File: config.mk
export PLATFORM = sky130hd
export DESIGN_NAME = fvn_ctrl
export DESIGN_NICKNAME = d
export VERILOG_FILES = /design/src/hdl/fvn_pkg.sv /design/src/hdl/fvn_ctrl.sv
export SDC_FILE = /design/constraint.sdc
export NUM_CORES = 1
export LEC_CHECK = 0
export BUFFER_PORTS_ARGS = -buffer_cell sky130_fd_sc_hd__buf_2
export CAP_MARGIN = 10
export CELL_PAD_IN_SITES_DETAIL_PLACEMENT = 0
export CELL_PAD_IN_SITES_GLOBAL_PLACEMENT = 1
export CORE_MARGIN = 3
export CORE_UTILIZATION = 30
export CTS_CLUSTER_SIZE = 40
export DETAILED_ROUTE_END_ITERATION = 16
export PLACE_DENSITY_LB_ADDON = 0.1
export SYNTH_ARGS = -nofsm -noshare
export SYNTH_HDL_FRONTEND = slang
export SYNTH_SLANG_ARGS = --single-unit
File: constraint.sdc
create_clock -name clock -period 1.9 [get_ports clock]
set_clock_uncertainty 0.05 [all_clocks]
set_input_delay 0 -clock clock [delete_from_list [all_inputs] [get_ports clock]]
set_output_delay 0 -clock clock [all_outputs]
set_load 0.01 [all_outputs]
File: src/hdl/fvn_pkg.sv
`timescale 1ns / 1ps
package fvn_pkg;

   localparam int FRAC_BITS = 16;
   localparam int QUOT_W    = 16;
   localparam int DIV_CNT_W = 4;
   localparam int CSR_IDX_W = 2;
   localparam int CSR_DAT_W = 32;

   localparam logic [31:0] HASH_MUL_X   = 32'd374761393;
   localparam logic [31:0] HASH_MUL_Y   = 32'd668265263;
   localparam logic [31:0] HASH_MUL_S   = 32'd1274126177;
   localparam logic [31:0] HASH_MASK    = 32'h00FF_FFFF;
   localparam logic [31:0] SEED_DEFAULT = 32'd1337;
   localparam logic [16:0] ONE_Q16      = 17'd65536;

   localparam logic [CSR_IDX_W-1:0] CSR_SEED       = 2'd0;
   localparam logic [CSR_IDX_W-1:0] CSR_OCTAVES    = 2'd1;
   localparam logic [CSR_IDX_W-1:0] CSR_PERSISTENCE = 2'd2;
   localparam logic [CSR_IDX_W-1:0] CSR_BASE_FREQ  = 2'd3;

   typedef enum logic [9:0] {
      ST_IDLE  = 10'b00_0000_0001,
      ST_PA    = 10'b00_0000_0010,
      ST_PB    = 10'b00_0000_0100,
      ST_PC    = 10'b00_0000_1000,
      ST_PD    = 10'b00_0001_0000,
      ST_PE    = 10'b00_0010_0000,
      ST_PF    = 10'b00_0100_0000,
      ST_DINIT = 10'b00_1000_0000,
      ST_DIV   = 10'b01_0000_0000,
      ST_DONE  = 10'b10_0000_0000
   } state_type;

   typedef struct packed {
      logic load;
      logic step_a;
      logic step_b;
      logic step_c;
      logic step_d;
      logic step_e;
      logic step_f;
      logic div_init;
      logic div_step;
      logic out_write;
   } cmd_type;

endpackage

File: src/hdl/fvn_ctrl.sv
`timescale 1ns / 1ps
module fvn_ctrl import fvn_pkg::*; #(
   parameter int MAX_OCTAVES = 16
) (
   input  logic       clock,
   input  logic       reset,
   input  logic       req_valid,
   output logic       req_ready,
   input  logic [4:0] octave_count,
   input  logic       rsp_free,
   output cmd_type    cmd
);

   localparam int OCT_W = $clog2(MAX_OCTAVES + 1);

   state_type state_ff, state_in;
   logic [OCT_W-1:0] oct_ff, oct_in;
   logic [DIV_CNT_W-1:0] cnt_ff, cnt_in;
   logic [5:0] oc_wide;
   logic [OCT_W-1:0] n_eff;

   always_comb begin
      oc_wide = {1'b0, octave_count};
      if (oc_wide == 6'd0) begin
         n_eff = OCT_W'(1);
      end else if (oc_wide > 6'(MAX_OCTAVES)) begin
         n_eff = OCT_W'(MAX_OCTAVES);
      end else begin
         n_eff = OCT_W'(oc_wide);
      end
   end

   assign req_ready = (state_ff == ST_IDLE);

   always_comb begin
      state_in = state_ff;
      oct_in   = oct_ff;
      cnt_in   = cnt_ff;
      cmd      = '0;
      case (state_ff)
         ST_IDLE: begin
            if (req_valid) begin
               cmd.load = 1'b1;
               oct_in   = n_eff;
               state_in = ST_PA;
            end
         end
         ST_PA: begin
            cmd.step_a = 1'b1;
            state_in   = ST_PB;
         end
         ST_PB: begin
            cmd.step_b = 1'b1;
            state_in   = ST_PC;
         end
         ST_PC: begin
            cmd.step_c = 1'b1;
            state_in   = ST_PD;
         end
         ST_PD: begin
            cmd.step_d = 1'b1;
            state_in   = ST_PE;
         end
         ST_PE: begin
            cmd.step_e = 1'b1;
            state_in   = ST_PF;
         end
         ST_PF: begin
            cmd.step_f = 1'b1;
            if (oct_ff == OCT_W'(1)) begin
               state_in = ST_DINIT;
            end else begin
               oct_in   = oct_ff - OCT_W'(1);
               state_in = ST_PA;
            end
         end
         ST_DINIT: begin
            cmd.div_init = 1'b1;
            cnt_in       = '1;
            state_in     = ST_DIV;
         end
         ST_DIV: begin
            cmd.div_step = 1'b1;
            cnt_in       = cnt_ff - DIV_CNT_W'(1);
            if (cnt_ff == '0) begin
               state_in = ST_DONE;
            end
         end
         ST_DONE: begin
            if (rsp_free) begin
               cmd.out_write = 1'b1;
               state_in      = ST_IDLE;
            end
         end
         default: begin
            state_in = ST_IDLE;
         end
      endcase
   end

   always_ff @(posedge clock) begin
      if (reset) begin
         state_ff <= ST_IDLE;
         oct_ff   <= '0;
         cnt_ff   <= '0;
      end else begin
         state_ff <= state_in;
         oct_ff   <= oct_in;
         cnt_ff   <= cnt_in;
      end
   end

endmodule

==> out/results.tsv, run 1 <==
metric	value	unit
share of cells above drive strength 1	39.3	%
Peak VDD IR	0.422	mV
dpl ws	40.6	ps
Post-Syn Area	0.00123	sq mm
Primary FF master, synth	dfxtp_1	
placed cells	236	
RSZ-0062 raised after global routing	yes	
GRT Total Usage	14.7	%
Async SR Flop Fraction	0	%
TritonCTS clock tree	built	
CP most frequent cell	or4_4	
Initial Util	32.4	%
vias in the first global route	1269	
Avg WL per Cell	14.8	um
Synthesis Warnings	0	
Clk pwr share	31.4	%
initial antenna violation count	0	
non-filler cells, final	244	
Yosys top cell area share	30.9	%
Iter 0 DRT Violations	117	
WHS Endpoint	oct_ff[0]$_SDFFE_PP0P_	
average cell area after synthesis	8.49	sq um
number of flops mapped to enable cells by yosys	0	
Register-to-Register Path Depth	5	
remaining max-slew budget at the tightest pin	74.8	%
Vias	1345	
Final WS setup	26.8	ps
Max stage delay on crit path	560	ps
part of the power in registers	46.0	%
# rows	22	
final hold slack	32.5	ps
CTS HTree Levels	1	
clock tree buffer depth	2	
Vias/cell	5.51	
final wirelength	3610	um
# fillers	381	
R2R Path End	state_ff[0]$_SDFFE_PP1P_	
Pre-antenna DRT Iters	4	
register area share after synthesis	30.9	%
actual slew at the worst max-slew pin	376	ps
full die area	0.00491	sq mm
worst-path cell chain	or4_4 -> or4_4 -> inv_2 -> buf_6	
final count of negative-setup-slack endpoints	0	
switching share of power	27.1	%
flop2flop setup slack	70	ps
CP Class	flip-flop to output pin	
Clock Latency Late Sink	260	ps
Critical R2R Launch	state_ff[0]$_SDFFE_PP1P_	
count of different cell masters after synthesis	50	
Leak Pwr	0.738	nW
Final Cycle Share	98.6	%
gr ovfl total	0	
Fin. Hold Viols	0	
nets	209	
Core ar.	0.00380	sq mm
number of synthesized register bits	19	
CP delay by family, top	simple AND/OR/NAND/NOR gates	
P per Cell Area	535	mW/mm^2
I/O pin count	20	
Critical Path Sink Type	output pin	
Die Wd	70.1	um
WP data arrival	1820	ps
Max Clk Rate	0.534	GHz
Hold Crit Start	octave_count[4]	
MaxCap Viol Count	0	
setup_tns	0	ps
Buffers & Inverters on Critical Path	2	
Hold Crit Class	input pin to flip-flop	
first-pass GRT wire length	5810	um
minimum clock period	1870	ps
clock sink count	19	
pin count of the biggest net entering global routing	13	
Worst Path Required	1850	ps
Comb pwr share	22.6	%
Slowest-stage cell, CP	or4_4	
instance count of the mapped netlist	145	
status	completed	
synth top area cells	dfxtp_1 31%, inv_1 4.9%, nor3_1 4.1%	
residual DRC count	0	
GPL Wtd Cong	0.835	
area occupied by registers	387	sq um
Net Count, Synth	157	
area leader, netlist	dfxtp_1	
Hold Crit Depth	3	
Pins Over Slew Limit	0	
Internal	666	uW
Clk Tree Root Cell	clkbuf_8	
area growth from synthesis to layout	38.7	%
crit start category	flip-flop	
Power, Total	913	uW
port bufs	19	
Crit Path Max Fanout	4	
die height	70.1	um
Worst-path clk slew	70	ps
HPWL after DPL	2770	um
multi-input logic area	796	sq um
diodes inserted	0	
cts bufs inserted	3	
Routed Antenna Nets	0	
Net Sw Power	248	uW
layer usage:
layer | global-route usage [%] | vias to the layer above | share of wire [%]
met5 | 0 | - | 0
met4 | 4.68 | 0 | 1.9
met3 | 4.03 | 8 | 5.1
met2 | 25.5 | 41 | 47
met1 | 17.4 | 637 | 46
li1 | - | 659 | -
worst reg2reg max path, cell delays in order (launching register included):
cell     delay, ps
dfxtp_1        320
buf_4          140
buf_4          140
or4b_2         710
a31oi_1        240
o41ai_1        120
sequential cells by signal (all words and copies together), names as in the netlist:
name and cells:
cnt_ff 4, state_ff 10, oct_ff 5
synthesized netlist by cell type (3+ instances only):
master	count
dfxtp_1	19
inv_1	16
nor2_1	11
nor3_1	10
nand2_1	6
a31oi_1	4
nand4_1	4
a32oi_1	3
buf_2	3
ha_1	3
nand2b_1	3
nand3_1	3
nor2b_1	3
nor4_1	3
o21a_1	3
o21ai_0	3
o32ai_1	3
or4b_2	3
metrics by stage:
step	utilization (%)	instance area [sq um]
2_1_floorplan	-	1230
3_3_place_gp	41.4	1570
3_5_place_dp	41.4	1570
4_1_cts	43.5	1650
5_1_grt	45.0	1710
6_report	45.0	1710
repair_timing:
item / CTS / global route
gates resized for setup: 3 / 11
hold buffers: 3 / 0
hold endpoints to repair: 3 / 0
setup endpoints to repair: 1 / 16
setup buffers: 0 / 1
pin swaps: 1 / 5
placed cells by master (no fill, tap or decap), types with 4 or more instances in the layout:
cell and instances:
inv_1 15, a31oi_1 4, buf_4 30, dfxtp_2 5
nand4_1 4, nor3_1 8, nor2_1 11, buf_2 18
nand2_1 6, dfxtp_1 14
logic make-up (layout without fill, tap and decap cells):
group	Yosys count	count (layout)	synth area share, %
flops	19	19	30.9
mux	1	1	0.813
xor+xnor	2	2	1.42
buf+inv	22	73	7.62
simple gates	64	64	34.6
compound gates	34	34	21.6
fa+ha+maj	3	3	3.05
final cells by class:
cell class	instances	share of cell area, %
Multi-Input combinational cell	104	46.6
Sequential cell	19	22.6
Timing Repair Buffer	52	20.9
Inverter	17	3.74
Tap cell	48	3.52
Clock buffer	4	2.64
power by group through the flow:
stage	Combinational [mW]	Sequential [mW]	Clock, mW
final	0.206	0.420	0.287
after global routing	0.222	0.421	0.313
after CTS	0.196	0.420	0.300
after detailed placement	0.191	0.429	0
after global placement	0.190	0.429	0
after floorplan	0.102	0.431	0
worst max path at each step:
stage                                   from                      to  depth (start not counted)  slack (ps)
floorplan             oct_ff[1]$_SDFFE_PP0P_  oct_ff[0]$_SDFFE_PP0P_                          6         120
global placement    state_ff[1]$_SDFFE_PP0P_  oct_ff[1]$_SDFFE_PP0P_                          5           8
detailed placement    oct_ff[1]$_SDFFE_PP0P_  oct_ff[1]$_SDFFE_PP0P_                          6          40
CTS                 state_ff[8]$_SDFFE_PP0P_                  cmd[6]                          5          20
global route        state_ff[1]$_SDFFE_PP0P_                  cmd[6]                          4         -30
finish              state_ff[1]$_SDFFE_PP0P_                  cmd[6]                          4          30
No activity file was read; power rests on OpenSTA's default activity.
==> run 2: changes to the inputs <==
--- a/config.mk
+++ b/config.mk
@@ -10,10 +10,11 @@
 export CELL_PAD_IN_SITES_DETAIL_PLACEMENT = 0
 export CELL_PAD_IN_SITES_GLOBAL_PLACEMENT = 1
 export CORE_MARGIN = 3
-export CORE_UTILIZATION = 30
+export CORE_UTILIZATION = 41
 export CTS_CLUSTER_SIZE = 40
 export DETAILED_ROUTE_END_ITERATION = 16
 export PLACE_DENSITY_LB_ADDON = 0.1
+export SETUP_SLACK_MARGIN = 0.2
 export SYNTH_ARGS = -nofsm -noshare
 export SYNTH_HDL_FRONTEND = slang
 export SYNTH_SLANG_ARGS = --single-unit
==> out/results.tsv, run 2 (synthesized netlist as in run 1, its figures left out) <==
metric	value	unit	change
vias in the first global route	1338		+5.4%
Final Cycle Share	99.6	%	+1.1 points
gr ovfl total	0		unchanged
Final WS setup	6.67	ps	-20.1 ps
commonest non-fill, non-tap cells in the layout	30 x buf_4, 18 x buf_6, 16 x buf_2		
Hold Crit Class	input pin to flip-flop		
Fin. Hold Viols	0		unchanged
most common cell after layout, fill and taps aside	buf_4		
first-pass GRT wire length	6330	um	+8.9%
Pre-antenna DRT Iters	4		unchanged
Vias/cell	5.94		+7.8%
minimum clock period	1890	ps	+20.1 ps
placed cells	198		-16%
share of cells above drive strength 1	60.9	%	+22 points
actual slew at the worst max-slew pin	454	ps	+78.3 ps
Max Clk Rate	0.528	GHz	-1.1%
WP data arrival	1840	ps	+20 ps
MaxCap Viol Count	0		unchanged
Iter 0 DRT Violations	108		-7.7%
Critical Path Sink Type	output pin		
Routed Antenna Nets	0		unchanged
TritonCTS clock tree	built		
Avg WL per Cell	18.5	um	+25%
cts bufs inserted	3		unchanged
full die area	0.00370	sq mm	-25%
max FFs per register	10		unchanged
CTS HTree Levels	1		unchanged
grt met3 use	4.26	%	+0.23 points
setup_tns	0	ps	unchanged
RSZ-0062 raised after global routing	yes		
placed instance area	0.00141	sq mm	-10%
design area	0.00217	sq mm	+27%
Worst-path clk slew	120	ps	+50 ps
die height	60.8	um	-13%
Peak VDD IR	0.508	mV	+20%
CP Class	flip-flop to output pin		
Vias	1462		+8.7%
diodes inserted	0		unchanged
P per Cell Area	439	mW/mm^2	-18%
clock tree buffer depth	2		unchanged
GR peak layer	met2		
GRT Total Usage	22.9	%	+8.2 points
HPWL after DPL	2420	um	-13%
final hold slack	14.0	ps	-18.5 ps
nets	228		+9.1%
residual DRC count	0		unchanged
Initial Util	43.9	%	+11 points
status	completed		
crit start category	flip-flop		
GPL Wtd Cong	0.810		-3.0%
# rows	19		-14%
grt met1 use	30.2	%	+13 points
I/O pin count	20		unchanged
port bufs	19		unchanged
remaining max-slew budget at the tightest pin	69.7	%	-5.1 points
initial antenna violation count	0		unchanged
Core ar.	0.00281	sq mm	-26%
Leak Pwr	0.912	nW	+24%
final wirelength	4540	um	+26%
Crit Path Max Fanout	2		-2
Die Wd	60.8	um	-13%
flop2flop setup slack	80	ps	about the same
pin count of the biggest net entering global routing	13		unchanged
clock sink count	19		unchanged
final count of negative-setup-slack endpoints	0		unchanged
area growth from synthesis to layout	76.3	%	
M2 GR Usage	38.6	%	+13 points
Clock Latency Late Sink	310	ps	+50 ps
Pins Over Slew Limit	0		unchanged
Clk Tree Root Cell	clkbuf_4		
Top reg by flops	state_ff		
dpl ws	39.4	ps	-1.18 ps
Worst Path Required	1850	ps	about the same
biggest regs	state_ff (10), oct_ff (5), cnt_ff (4)		
non-filler cells, final	246		+0.82%
## run 2: cell count changes in the layout (fill, tap and decap cells not counted), moves of 4 or more
cell,change
dfxtp_4,+6
inv_2,+4
dfxtp_1,-7
nor4_4,+4
inv_1,-4
buf_6,+17
## run 2: final cells by class
type | instances | area (sq um)
Clock buffer | 3 | 22.5
Inverter | 17 | 66.3
Fill cell | 185 | 634
Tap cell | 31 | 38.8
Multi-Input combinational cell | 104 | 1030
Timing Repair Buffer | 71 | 593
Sequential cell | 19 | 410
Clock inverter | 1 | 5.00
## run 2: what timing repair did
action	CTS	global route
setup endpoints to repair	23	28
buffers inserted	18	22
pin swaps	14	19
hold buffers	4	0
resized for setup	40	46
hold endpoints to repair	5	0
## run 2: where the power goes
group | internal (mW) | switching, mW | leakage, nW
Clock | 0.0787 | 0.145 | 0.0177
Combinational | 0.168 | 0.144 | 0.733
Sequential | 0.406 | 0.0109 | 0.161
Total | 0.652 | 0.301 | 0.912
## run 2: path summary, 6_finish.rpt
check / start / endpoint / depth (start not counted)
max: state_ff[1]$_SDFFE_PP0P_ / cmd[6] / 4
max reg2reg: state_ff[1]$_SDFFE_PP0P_ / state_ff[0]$_SDFFE_PP1P_ / 5
min: reset / cnt_ff[0]$_SDFFE_PP0P_ / 2
min reg2reg: cnt_ff[0]$_SDFFE_PP0P_ / cnt_ff[0]$_SDFFE_PP0P_ / 2
## run 2: through the flow
step	power [mW]	util (%)
final	0.953	77.4
after global routing	0.995	77.4
after CTS	0.894	63.8
after detailed placement	0.590	50.3
after global placement	0.587	50.3
after floorplan	0.536	-
## run 2: critical path, cell delays in order, from the launching register on
cell and delay [ps]:
dfxtp_4 370, or4_4 550, or4_4 450, inv_2 70, buf_6 90
## run 2: layer usage
layer / vias to the layer above / wire length (um)
met5: - / 0
met4: 0 / 54
met3: 6 / 165
met2: 35 / 2340
met1: 726 / 1980
li1: 695 / -
